==> src/sv/zwf_pkg.sv <==
// ============================================================================
// Zambretti forecaster package
// Shared widths, codes, lookup tables and the result record.
// ============================================================================
package zwf_pkg;

    localparam int HISTORY_DEPTH_DEF = 10;
    localparam int P_W               = 11;
    localparam int SUM_W             = 13;
    localparam int CLASS_W           = 3;
    localparam int Z_W               = 5;
    localparam int TREND_W           = 2;
    localparam int MONTH_W           = 4;
    localparam int INTERVAL_W        = 8;
    localparam int CFG_DATA_W        = 8;
    localparam int S_TDATA_W         = 16;
    localparam int M_TDATA_W         = 16;
    localparam int RESULT_W          = CLASS_W + Z_W + TREND_W + 1;

    localparam logic [MONTH_W-1:0]    MONTH_RESET    = 4'd12;
    localparam logic [INTERVAL_W-1:0] INTERVAL_RESET = 8'd10;

    localparam logic REG_MONTH    = 1'b0;
    localparam logic REG_INTERVAL = 1'b1;

    localparam logic [TREND_W-1:0] TREND_STEADY  = 2'd0;
    localparam logic [TREND_W-1:0] TREND_RISING  = 2'd1;
    localparam logic [TREND_W-1:0] TREND_FALLING = 2'd2;

    localparam logic [CLASS_W-1:0] CLASS_SUNNY     = 3'd0;
    localparam logic [CLASS_W-1:0] CLASS_SUNNY_CLD = 3'd1;
    localparam logic [CLASS_W-1:0] CLASS_CLOUDY    = 3'd2;
    localparam logic [CLASS_W-1:0] CLASS_WORSENING = 3'd3;
    localparam logic [CLASS_W-1:0] CLASS_RAINY     = 3'd4;

    typedef struct packed {
        logic                full;
        logic [TREND_W-1:0]  trend;
        logic [Z_W-1:0]      znum;
        logic [CLASS_W-1:0]  wclass;
    } zwf_result_t;

    function automatic logic [2:0] band_of(input logic [P_W-1:0] p);
        logic [2:0] b;
        b = 3'd0;
        if (p < 11'd1030) b = 3'd1;
        if (p < 11'd1020) b = 3'd2;
        if (p < 11'd1010) b = 3'd3;
        if (p < 11'd1000) b = 3'd4;
        if (p < 11'd990)  b = 3'd5;
        if (p < 11'd980)  b = 3'd6;
        if (p < 11'd970)  b = 3'd7;
        return b;
    endfunction

    function automatic logic [Z_W-1:0] z_fall(input logic summer, input logic [2:0] b);
        logic [Z_W-1:0] z;
        case (b)
            3'd0:    z = 5'd2;
            3'd1:    z = 5'd8;
            3'd2:    z = summer ? 5'd18 : 5'd15;
            3'd3:    z = 5'd21;
            3'd4:    z = summer ? 5'd24 : 5'd22;
            3'd5:    z = 5'd24;
            default: z = 5'd26;
        endcase
        return z;
    endfunction

    function automatic logic [Z_W-1:0] z_rise(input logic summer, input logic [2:0] b);
        logic [Z_W-1:0] z;
        case (b)
            3'd0:    z = 5'd1;
            3'd1:    z = 5'd2;
            3'd2:    z = summer ? 5'd3 : 5'd6;
            3'd3:    z = 5'd7;
            3'd4:    z = summer ? 5'd9 : 5'd10;
            3'd5:    z = summer ? 5'd12 : 5'd13;
            default: z = 5'd17;
        endcase
        return z;
    endfunction

    function automatic logic [Z_W-1:0] z_steady(input logic [2:0] b);
        logic [Z_W-1:0] z;
        case (b)
            3'd0:    z = 5'd1;
            3'd1:    z = 5'd2;
            3'd2:    z = 5'd11;
            3'd3:    z = 5'd14;
            3'd4:    z = 5'd19;
            3'd5:    z = 5'd23;
            3'd6:    z = 5'd24;
            default: z = 5'd26;
        endcase
        return z;
    endfunction

    // Exact for every sum below 8192: floor(s * 2731 / 8192) == s / 3.
    function automatic logic [P_W-1:0] div3(input logic [SUM_W-1:0] s);
        logic [SUM_W+11:0] prod;
        prod = s * 12'd2731;
        return prod[SUM_W+10:SUM_W];
    endfunction

endpackage

==> src/sv/zwf_cell.sv <==
// ============================================================================
// History cell
// Holds one pressure sample; loads a new sample or takes its neighbor's.
// ============================================================================
module zwf_cell
    import zwf_pkg::*;
(
    input  logic           aclk,
    input  logic           aresetn,
    input  logic           shift_en,
    input  logic           load_en,
    input  logic [P_W-1:0] shift_in,
    input  logic [P_W-1:0] sample,
    output logic [P_W-1:0] q
);

    logic [P_W-1:0] q_reg;
    logic [P_W-1:0] q_next;

    always_comb begin
        q_next = q_reg;
        if (shift_en) begin
            q_next = shift_in;
        end else if (load_en) begin
            q_next = sample;
        end
    end

    always_ff @(posedge aclk) begin
        if (!aresetn) begin
            q_reg <= '0;
        end else begin
            q_reg <= q_next;
        end
    end

    assign q = q_reg;

endmodule

==> src/sv/zwf_classify.sv <==
// ============================================================================
// Forecast classifier
// Averages, Zambretti number, trend and weather class from the history ends.
// ============================================================================
module zwf_classify
    import zwf_pkg::*;
(
    input  logic [P_W-1:0]     old0,
    input  logic [P_W-1:0]     old1,
    input  logic [P_W-1:0]     old2,
    input  logic [P_W-1:0]     new0,
    input  logic [P_W-1:0]     new1,
    input  logic [P_W-1:0]     new2,
    input  logic [P_W-1:0]     pressure,
    input  logic [MONTH_W-1:0] month,
    output zwf_result_t        result
);

    logic [SUM_W-1:0] new_sum;
    logic [SUM_W-1:0] old_sum;
    logic [P_W-1:0]   cur;
    logic [P_W-1:0]   prev;
    logic [2:0]       band;
    logic             summer;
    logic [Z_W-1:0]   z;
    logic [TREND_W-1:0] trend;
    logic             full;
    logic [CLASS_W-1:0] wclass;

    always_comb begin
        new_sum = SUM_W'(new0) + SUM_W'(new1) + SUM_W'(new2);
        old_sum = SUM_W'(old0) + SUM_W'(old1) + SUM_W'(old2);
        cur     = div3(new_sum);
        prev    = div3(old_sum);
        band    = band_of(cur);
        summer  = (month >= 4'd4) && (month <= 4'd9);

        if (cur < prev) begin
            z = z_fall(summer, band);
        end else if (cur > prev) begin
            z = z_rise(summer, band);
        end else begin
            z = z_steady(band);
        end

        if ({1'b0, new_sum} >= {1'b0, old_sum} + 14'd3) begin
            trend = TREND_RISING;
        end else if ({1'b0, old_sum} >= {1'b0, new_sum} + 14'd3) begin
            trend = TREND_FALLING;
        end else begin
            trend = TREND_STEADY;
        end

        full = (new0 != '0) && (old0 != '0);

        if (full) begin
            case (trend)
                TREND_RISING: begin
                    if (z < 5'd3)       wclass = CLASS_SUNNY;
                    else if (z <= 5'd9)  wclass = CLASS_SUNNY_CLD;
                    else if (z <= 5'd17) wclass = CLASS_CLOUDY;
                    else                 wclass = CLASS_RAINY;
                end
                TREND_FALLING: begin
                    if (z < 5'd4)       wclass = CLASS_SUNNY;
                    else if (z < 5'd14) wclass = CLASS_SUNNY_CLD;
                    else if (z < 5'd19) wclass = CLASS_WORSENING;
                    else if (z < 5'd21) wclass = CLASS_CLOUDY;
                    else                wclass = CLASS_RAINY;
                end
                default: begin
                    if (z < 5'd5)        wclass = CLASS_SUNNY;
                    else if (z <= 5'd11) wclass = CLASS_SUNNY_CLD;
                    else if (z < 5'd14)  wclass = CLASS_CLOUDY;
                    else if (z < 5'd19)  wclass = CLASS_WORSENING;
                    else                 wclass = CLASS_RAINY;
                end
            endcase
        end else begin
            if (pressure < 11'd1005)       wclass = CLASS_RAINY;
            else if (pressure <= 11'd1015) wclass = CLASS_CLOUDY;
            else if (pressure < 11'd1025)  wclass = CLASS_SUNNY_CLD;
            else                           wclass = CLASS_RAINY;
        end

        result.full   = full;
        result.trend  = trend;
        result.znum   = z;
        result.wclass = wclass;
    end

endmodule

==> src/sv/zambretti_weather_forecaster.sv <==
// ============================================================================
// Zambretti weather forecaster
// Samples pressure ticks into a row of history cells and classes the weather.
//
//   channel  direction  tdata fields (lowest bit first)
//   s_       in         sea_pressure[10:0]
//   m_       out        weather_class[2:0], zambretti_number[7:3],
//                       trend[9:8], history_full[10]
//   cfg_     in         index 0 month, index 1 sample_interval
//
// One transaction is accepted per cycle while s_tready is high.
// The history cells update at the accepting edge of a sampled transaction; the classifier reads them
// in the following cycle and its result is held in the output register.
// Reset clears the history, counters and both pipeline stages at once.
// A stalled output holds the middle stage, which in turn holds s_tready low.
// ============================================================================
module zambretti_weather_forecaster
    import zwf_pkg::*;
#(
    parameter int HISTORY_DEPTH = HISTORY_DEPTH_DEF
) (
    input  logic                  aclk,
    input  logic                  aresetn,
    input  logic                  s_tvalid,
    output logic                  s_tready,
    input  logic [S_TDATA_W-1:0]  s_tdata,   // sea_pressure
    output logic                  m_tvalid,
    input  logic                  m_tready,
    output logic [M_TDATA_W-1:0]  m_tdata,   // weather_class, zambretti_number, trend, history_full
    input  logic                  cfg_wr_en,
    input  logic                  cfg_index,
    input  logic [CFG_DATA_W-1:0] cfg_wdata
);

    localparam int FC_W  = $clog2(HISTORY_DEPTH + 1);
    localparam int IDX_W = $clog2(HISTORY_DEPTH);

    logic [MONTH_W-1:0]    month_reg;
    logic [INTERVAL_W-1:0] interval_reg;
    logic [INTERVAL_W-1:0] tick_reg;
    logic [INTERVAL_W-1:0] tick_next;
    logic [FC_W-1:0]       fill_reg;
    logic [FC_W-1:0]       fill_next;
    logic                  v1_reg;
    logic [P_W-1:0]        p_reg;
    logic                  m_valid_reg;
    zwf_result_t           res_reg;

    logic [P_W-1:0]        pressure;
    logic [INTERVAL_W:0]   tick_inc;
    logic                  accept;
    logic                  adv_out;
    logic                  sample;
    logic                  hist_full;
    logic [P_W-1:0]        hist [HISTORY_DEPTH];
    zwf_result_t           result;

    assign pressure  = s_tdata[P_W-1:0];
    assign adv_out   = !m_valid_reg || m_tready;
    assign s_tready  = !v1_reg || adv_out;
    assign accept    = s_tvalid && s_tready;
    assign tick_inc  = {1'b0, tick_reg} + 9'd1;
    assign sample    = accept && (tick_inc > {1'b0, interval_reg});
    assign hist_full = (fill_reg == FC_W'(HISTORY_DEPTH));

    always_comb begin
        tick_next = tick_reg;
        fill_next = fill_reg;
        if (accept) begin
            tick_next = sample ? '0 : tick_inc[INTERVAL_W-1:0];
        end
        if (sample && !hist_full) begin
            fill_next = fill_reg + FC_W'(1);
        end
    end

    genvar i;
    generate
        for (i = 0; i < HISTORY_DEPTH; i++) begin : g_cell
            logic [P_W-1:0] shift_src;
            if (i == HISTORY_DEPTH - 1) begin : g_last
                assign shift_src = pressure;
            end else begin : g_mid
                assign shift_src = hist[i+1];
            end
            zwf_cell u_cell (
                .aclk     (aclk),
                .aresetn  (aresetn),
                .shift_en (sample && hist_full),
                .load_en  (sample && !hist_full && (fill_reg[IDX_W-1:0] == IDX_W'(i))),
                .shift_in (shift_src),
                .sample   (pressure),
                .q        (hist[i])
            );
        end
    endgenerate

    zwf_classify u_classify (
        .old0     (hist[0]),
        .old1     (hist[1]),
        .old2     (hist[2]),
        .new0     (hist[HISTORY_DEPTH-1]),
        .new1     (hist[HISTORY_DEPTH-2]),
        .new2     (hist[HISTORY_DEPTH-3]),
        .pressure (p_reg),
        .month    (month_reg),
        .result   (result)
    );

    always_ff @(posedge aclk) begin
        if (!aresetn) begin
            month_reg    <= MONTH_RESET;
            interval_reg <= INTERVAL_RESET;
            tick_reg     <= '0;
            fill_reg     <= '0;
            v1_reg       <= 1'b0;
            m_valid_reg  <= 1'b0;
        end else begin
            if (cfg_wr_en) begin
                case (cfg_index)
                    REG_MONTH:    month_reg    <= cfg_wdata[MONTH_W-1:0];
                    REG_INTERVAL: interval_reg <= cfg_wdata[INTERVAL_W-1:0];
                    default:      month_reg    <= month_reg;
                endcase
            end
            tick_reg    <= tick_next;
            fill_reg    <= fill_next;
            v1_reg      <= accept || (v1_reg && !adv_out);
            if (adv_out) begin
                m_valid_reg <= v1_reg;
            end
        end
    end

    always_ff @(posedge aclk) begin
        if (accept) begin
            p_reg <= pressure;
        end
        if (adv_out && v1_reg) begin
            res_reg <= result;
        end
    end

    assign m_tvalid = m_valid_reg;
    assign m_tdata  = {(M_TDATA_W - RESULT_W)'(0), res_reg};

endmodule

==> config.mk <==
export PLATFORM = sky130hd
export DESIGN_NAME = zambretti_weather_forecaster
export DESIGN_NICKNAME = d
export VERILOG_FILES = /design/src/sv/zwf_pkg.sv /design/src/sv/zwf_cell.sv /design/src/sv/zwf_classify.sv /design/src/sv/zambretti_weather_forecaster.sv
export SDC_FILE = /design/constraint.sdc
export NUM_CORES = 1
export LEC_CHECK = 0
export ABC_AREA = 1
export ABC_CLOCK_PERIOD_IN_PS = 12400
export BUFFER_PORTS_ARGS = -buffer_cell sky130_fd_sc_hd__buf_4
export CAP_MARGIN = 5
export CORE_MARGIN = 5
export CORE_UTILIZATION = 46
export CTS_BUF_LIST = sky130_fd_sc_hd__clkbuf_4
export DETAILED_ROUTE_END_ITERATION = 8
export SYNTH_ARGS = -nofsm -noshare
export SYNTH_HDL_FRONTEND = slang
export SYNTH_SLANG_ARGS = --single-unit
==> constraint.sdc <==
create_clock -name aclk -period 12.4 [get_ports aclk]
set_clock_uncertainty 0.05 [all_clocks]
set_input_delay 0.62 -clock aclk [delete_from_list [all_inputs] [get_ports aclk]]
set_output_delay 0.62 -clock aclk [all_outputs]
set_load 0.01 [all_outputs]
* Yosys cells after proc, flatten, opt, wreduce, memory -nomap -nowiden *
Index checks and enable logic that the tools add are counted.

storage, ports and cells
  register bits = 158
  bits of input ports = 30
  output and inout port bits = 18
  logic and storage cells = 173

operators by class
  add/sub/neg operators = 8
  multipliers = 2
  magnitude comparators = 26
  equality and inequality tests = 18
  mux-type cells = 56
  bitwise logic cells = 1
  reductions and logical operators = 41

operators by type and width
  cell                    count
  $mux 11                 20
  $lt 11x10->1 const B    7
  $mux 3                  20
  $pmux 5 s6              2
  $mul 13x12->24 const B  2
  $pmux 5 s7              1
  $add 13x2->14 const B   2
  $ge 13x14->1            2
  $add 13x11->13          2
  $add 11x11->12          2
  $lt 11x11->1 const B    2
  $reduce_bool 11->1      2
  $reduce_bool 2->1       10
  $logic_and 1x1->1       18
  $eq 4x3->1 const B      4
  $mux 5                  3
  $eq 4x4->1 const B      3
  $gt 11x11->1            1
  $le 11x10->1 const B    1
  $lt 11x11->1            1
  $le 5x4->1 const B      2
  $lt 5x3->1 const B      2
  $lt 5x5->1 const B      2
  $mux 2                  5
  other kinds (25)        36

* Depth between registers and ports, before layout *
  depth in word-level cells = 22
  mapped depth = 66
  depth with buffers taken out = 66

* Cells and area by module *
Synthesis repeated with hierarchy kept, for this count alone.

second synthesis, totals
  cells, all modules = 2414
  area, all modules = 17240.3 µm²

modules (own cells, without submodules)
  module                        instances  cells each  area each (µm²)  seq. area each (µm²)
  zwf_classify                  1          1332        9537.9           0.0
  zwf_cell                      10         84          548.0            220.2
  zambretti_weather_forecaster  1          242         2222.1           1181.1

* Least setup slack after synthesis *
No wires, ideal clock.

  path type = register to register
  from = register g_cell[1].u_cell.q_reg[0]
  to = register res_reg (netlist bit m_tdata[2]), data pin
  library setup time = 0.254 ns
  data arrival time = 8.342 ns
  data required time = 12.096 ns
  setup slack = 3.754 ns
  cell stages (with the launch flop) = 46
  buffers on the path = 0
  clock period less this slack = 8.646 ns
  cell sequence = dfxtp_1 -> ha_1 -> fa_1 -> inv_1 -> fa_1 -> o21ai_0 -> nand2_1 -> nand2_1 -> a21o_1 -> a21oi_1 -> o21ai_0 -> a21o_1 -> a21oi_1 -> or2_2 -> a21oi_1 -> ha_1 -> inv_1 -> fa_1 -> [... 10 more ...] -> ha_1 -> nand2_1 -> inv_1 -> a221oi_1 -> o21ai_0 -> a21oi_1 -> nand2_1 -> nand2_1 -> nand2_1 -> nor2_1 -> nand4_1 -> nand2_1 -> inv_1 -> nor2_2 -> nand2_1 -> nand3_1 -> nand3_1 -> o21a_1

RTL lines
  item                    line                                 RTL
  from (decl)             zwf_cell.sv:17                       logic [P_W-1:0] q_reg;
  from (signal assigned)  zwf_cell.sv:33                       q_reg <= q_next;
  to (signal assigned)    zambretti_weather_forecaster.sv:140  res_reg <= result;
  to (decl)               zambretti_weather_forecaster.sv:47   zwf_result_t res_reg;

==> run_summary.xml <==
<?xml version="1.0" encoding="UTF-8"?>
<metrics>
  <group name="status">
    <metric name="run_status" unit="">completed</metric>
  </group>
  <group name="placed_design">
    <metric name="place.gp.congestion" unit="">0.892</metric>
    <metric name="hpwlAfterDp" unit="mm">32.9</metric>
    <metric name="numPortBuffers" unit="">37</metric>
    <metric name="detailed_place.area" unit="µm²">17200</metric>
  </group>
  <group name="route">
    <metric name="vias_per_cell" unit="">5.07</metric>
    <metric name="detail_route.first_pass.iterations" unit="">5</metric>
    <metric name="avgRoutedWirePerCell" unit="µm">14.9</metric>
    <metric name="detail_route.iter0.violations" unit="">656</metric>
    <metric name="num_vias" unit="">13800</metric>
    <metric name="antenna_viol_nets_final" unit="">0</metric>
    <metric name="routed_wl" unit="mm">40.5</metric>
    <metric name="drc" unit="">0</metric>
  </group>
  <group name="final_layout">
    <metric name="final_net_count" unit="">2621</metric>
    <metric name="max_reg_flops" unit="">110</metric>
    <metric name="layout.core_utilization" unit="">0.496</metric>
    <metric name="stdcell_area" unit="µm²">17600</metric>
    <metric name="final_layout_size_suffix_gt1_frac" unit="">0.0742</metric>
    <metric name="areaGrowthSynthToFinish" unit="%">6.76</metric>
  </group>
  <group name="yosys">
    <metric name="synthDistinctLibCells" unit="">50</metric>
    <metric name="postSynth.asyncResetShare" unit="">0</metric>
    <metric name="post_synth_inst_count" unit="">2217</metric>
    <metric name="combined_area_of_all_synthesized_cells" unit="µm²">16500</metric>
    <metric name="post_synth.cell_area_avg" unit="µm²">7.43</metric>
    <metric name="synth.yosys.warnings" unit="">0</metric>
    <metric name="ys_seq_area_frac" unit="">0.204</metric>
    <metric name="postSynthRegisterBits" unit="">157</metric>
    <metric name="dominantRegCellSynth" unit="">sky130_fd_sc_hd__dfxtp_1</metric>
    <metric name="synth_enable_flop_cells" unit="">22</metric>
  </group>
  <group name="global_route">
    <metric name="grt_pass1_vias" unit="">13400</metric>
    <metric name="grt_antenna_before_repair" unit="">2</metric>
    <metric name="grt_first_pass_wirelength" unit="mm">67.5</metric>
    <metric name="largest_net_degree_at_the_start_of_global_routing" unit="">78</metric>
    <metric name="globalRouteOverflowTotal" unit="">0</metric>
    <metric name="globalRouteTotalUtil" unit="">0.211</metric>
  </group>
  <group name="hold_path">
    <metric name="hold_path_startpoint" unit="">s_tdata[0]</metric>
    <metric name="hold_path.class" unit="">input pin to flop</metric>
    <metric name="holdPathEnd" unit="">p_reg[0]</metric>
    <metric name="worstHoldPathCells" unit="">1</metric>
  </group>
  <group name="setup_path">
    <metric name="worst_setup_path_startpoint" unit="">g_cell[1].u_cell.q[0]</metric>
    <metric name="worst_ep_arrival_time" unit="ns">10.36</metric>
    <metric name="setup.worst_path.end_class" unit="">flop</metric>
    <metric name="worst-r2r-setup-slack" unit="ns">2.38</metric>
    <metric name="max_stage_delay" unit="ns">0.55</metric>
    <metric name="crit_top_cell" unit="">sky130_fd_sc_hd__nand2_1</metric>
    <metric name="crit_required" unit="ns">12.74</metric>
    <metric name="worstSetupPathType" unit="">flop to flop</metric>
    <metric name="worst-path-max-fanout" unit="">7</metric>
    <metric name="timing.reg2reg.worst_path_depth" unit="">50</metric>
    <metric name="category_of_the_worst_setup_path_launch_point" unit="">flop</metric>
    <metric name="crit_cells" unit="">50</metric>
    <metric name="r2r_end" unit="">m_tdata[0]</metric>
    <metric name="cpLargestDelayFamily" unit="">adder cells</metric>
    <metric name="worst_path_max_delay_cell" unit="">sky130_fd_sc_hd__fa_1</metric>
    <metric name="worst_r2r_startpoint" unit="">g_cell[1].u_cell.q[0]</metric>
    <metric name="path_buf_inv" unit="">7</metric>
  </group>
  <group name="sta">
    <metric name="maxSlewHeadroom" unit="">0.211</metric>
    <metric name="post-route-min-period" unit="ns">10.02</metric>
    <metric name="number_of_endpoints_failing_setup_at_the_final_stage" unit="">0</metric>
    <metric name="worst_slew_pin_slew" unit="ns">1.18</metric>
    <metric name="tns" unit="ns">0</metric>
    <metric name="layout_worst_path_cycle_share" unit="">0.808</metric>
    <metric name="final_hold_viol_count" unit="">0</metric>
    <metric name="rsz0062_at_grt" unit="">false</metric>
    <metric name="fin_max_slew_vios" unit="">0</metric>
    <metric name="fmaxAchievable" unit="GHz">0.0998</metric>
  </group>
  <group name="die">
    <metric name="dieArea" unit="µm²">39700</metric>
    <metric name="initial_core_utilization" unit="">0.464</metric>
    <metric name="ioPinCount" unit="">48</metric>
    <metric name="core_region_area" unit="µm²">35500</metric>
    <metric name="dieWidth" unit="µm">199</metric>
    <metric name="core.rowCount" unit="">69</metric>
    <metric name="fp.dieH" unit="µm">199</metric>
  </group>
  <group name="clocking">
    <metric name="post_cts_buffers" unit="">0</metric>
    <metric name="numClockSinks" unit="">157</metric>
    <metric name="clock_latency" unit="ns">0.62</metric>
    <metric name="h_tree_levels" unit="">4</metric>
    <metric name="cts.clk_slew.worst_paths" unit="ns">0.17</metric>
    <metric name="numCtsBuffers" unit="">17</metric>
    <metric name="holdBufCountCts" unit="">0</metric>
    <metric name="clock_tree.buffer_depth" unit="">2</metric>
    <metric name="tritoncts_clock_tree" unit="">done</metric>
    <metric name="root_buffer" unit="">sky130_fd_sc_hd__clkbuf_4</metric>
    <metric name="post_cts.resized_instances" unit="">0</metric>
  </group>
  <group name="pwr">
    <metric name="leakage" unit="nW">9.61</metric>
    <metric name="cellPowerDensity" unit="nW/µm²">64.3</metric>
    <metric name="ir_drop" unit="V">0.0000656</metric>
    <metric name="p_total" unit="W">0.00113</metric>
  </group>
  <group name="flow_run">
    <metric name="drv_cap" unit="">0</metric>
  </group>
</metrics>
==> logic make-up (layout without fill, tap and decap cells) <==
logic type	Yosys count	in the layout	synth area share
compound gates	454	454	0.149
xor+xnor	83	83	0.0446
fa+ha+maj	352	352	0.308
buf+inv	541	572	0.124
flops	157	157	0.204
other cells	1	7	0.000228
simple gates	629	629	0.170
==> routing by layer <==
layer | vias to the layer above | routed length (µm) | global-route usage
met3 | 48 | 1290 | 0.0288
met4 | 0 | 812 | 0.0560
li1 | 7134 | - | -
met5 | - | 0 | 0
met2 | 193 | 18800 | 0.355
met1 | 6389 | 19600 | 0.287
==> cell type report <==
cell class | count | area [µm²]
clock buffers | 18 | 135
fillers | 3614 | 17900
diodes | 2 | 5.00
flip-flops and latches | 157 | 3360
inverters | 489 | 1840
well taps | 461 | 577
multi-input cells | 1523 | 11100
clock inverters | 14 | 199
repair buffers | 51 | 383
==> cells in the final DEF (no fill, tap or decap), types with 7 or more instances in the layout <==
cell and count:
sky130_fd_sc_hd__nand4_1 19, sky130_fd_sc_hd__o21ai_0 165, sky130_fd_sc_hd__dfxtp_1 135, sky130_fd_sc_hd__nand2_2 26, sky130_fd_sc_hd__nor2_2 12, sky130_fd_sc_hd__xor2_1 55
sky130_fd_sc_hd__a21o_1 7, sky130_fd_sc_hd__edfxtp_1 22, sky130_fd_sc_hd__nor2_1 77, sky130_fd_sc_hd__nand2_1 381, sky130_fd_sc_hd__or2_2 9, sky130_fd_sc_hd__xnor2_1 27
sky130_fd_sc_hd__inv_1 476, sky130_fd_sc_hd__o211ai_1 11, sky130_fd_sc_hd__nand3_1 63, sky130_fd_sc_hd__a21oi_1 206, sky130_fd_sc_hd__o21bai_1 9, sky130_fd_sc_hd__o21a_1 8
sky130_fd_sc_hd__a31oi_1 30, sky130_fd_sc_hd__nor4_1 7, sky130_fd_sc_hd__inv_2 12, sky130_fd_sc_hd__buf_4 51, sky130_fd_sc_hd__clkbuf_4 18, sky130_fd_sc_hd__nor3_1 9
sky130_fd_sc_hd__fa_1 90, sky130_fd_sc_hd__ha_1 262
==> through the flow <==
step                      std cells  setup slack (ns)  hold slack, ns
final                          2715              2.38           0.142
after global routing           2715              1.36          0.0910
after CTS                      2713              2.31          0.0860
after detailed placement       2681              2.38           0.408
after global placement         2681              2.49           0.406
after floorplan                2221              3.75           0.385
==> worst max path at each step <==
| stage | to |
|---|---|
| detailed placement | m_tdata[0] |
| CTS | m_tdata[0] |
| finish | m_tdata[0] |
| global placement | m_tdata[0] |
| global route | m_tdata[0] |
| floorplan | m_tdata[2] |
==> cell usage after synthesis, drive strengths merged (9+ instances only) <==
cell type	n	area (µm²)
o21ai	169	853
inv	488	1830
a31oi	31	194
o21bai	9	67.6
nand4	20	131
xnor2	27	236
o211ai	11	82.6
clkbuf	43	161
nor2	92	390
dfxtp	135	2700
xor2	56	498
nand3	70	408
nor3	12	75.1
fa	90	1800
edfxtp	22	661
ha	262	3280
or2	9	56.3
a21oi	208	1050
buf	9	52.6
nand2	410	1630
==> power by group <==
part	total, W	internal, W	switching (W)	leakage (nW)
sequential	0.000535	0.000529	0.00000596	1.30
combinational	0.000228	0.0000822	0.000145	8.14
clock	0.000368	0.000150	0.000218	0.173
Note: power is estimated with default switching activity, not from simulation.
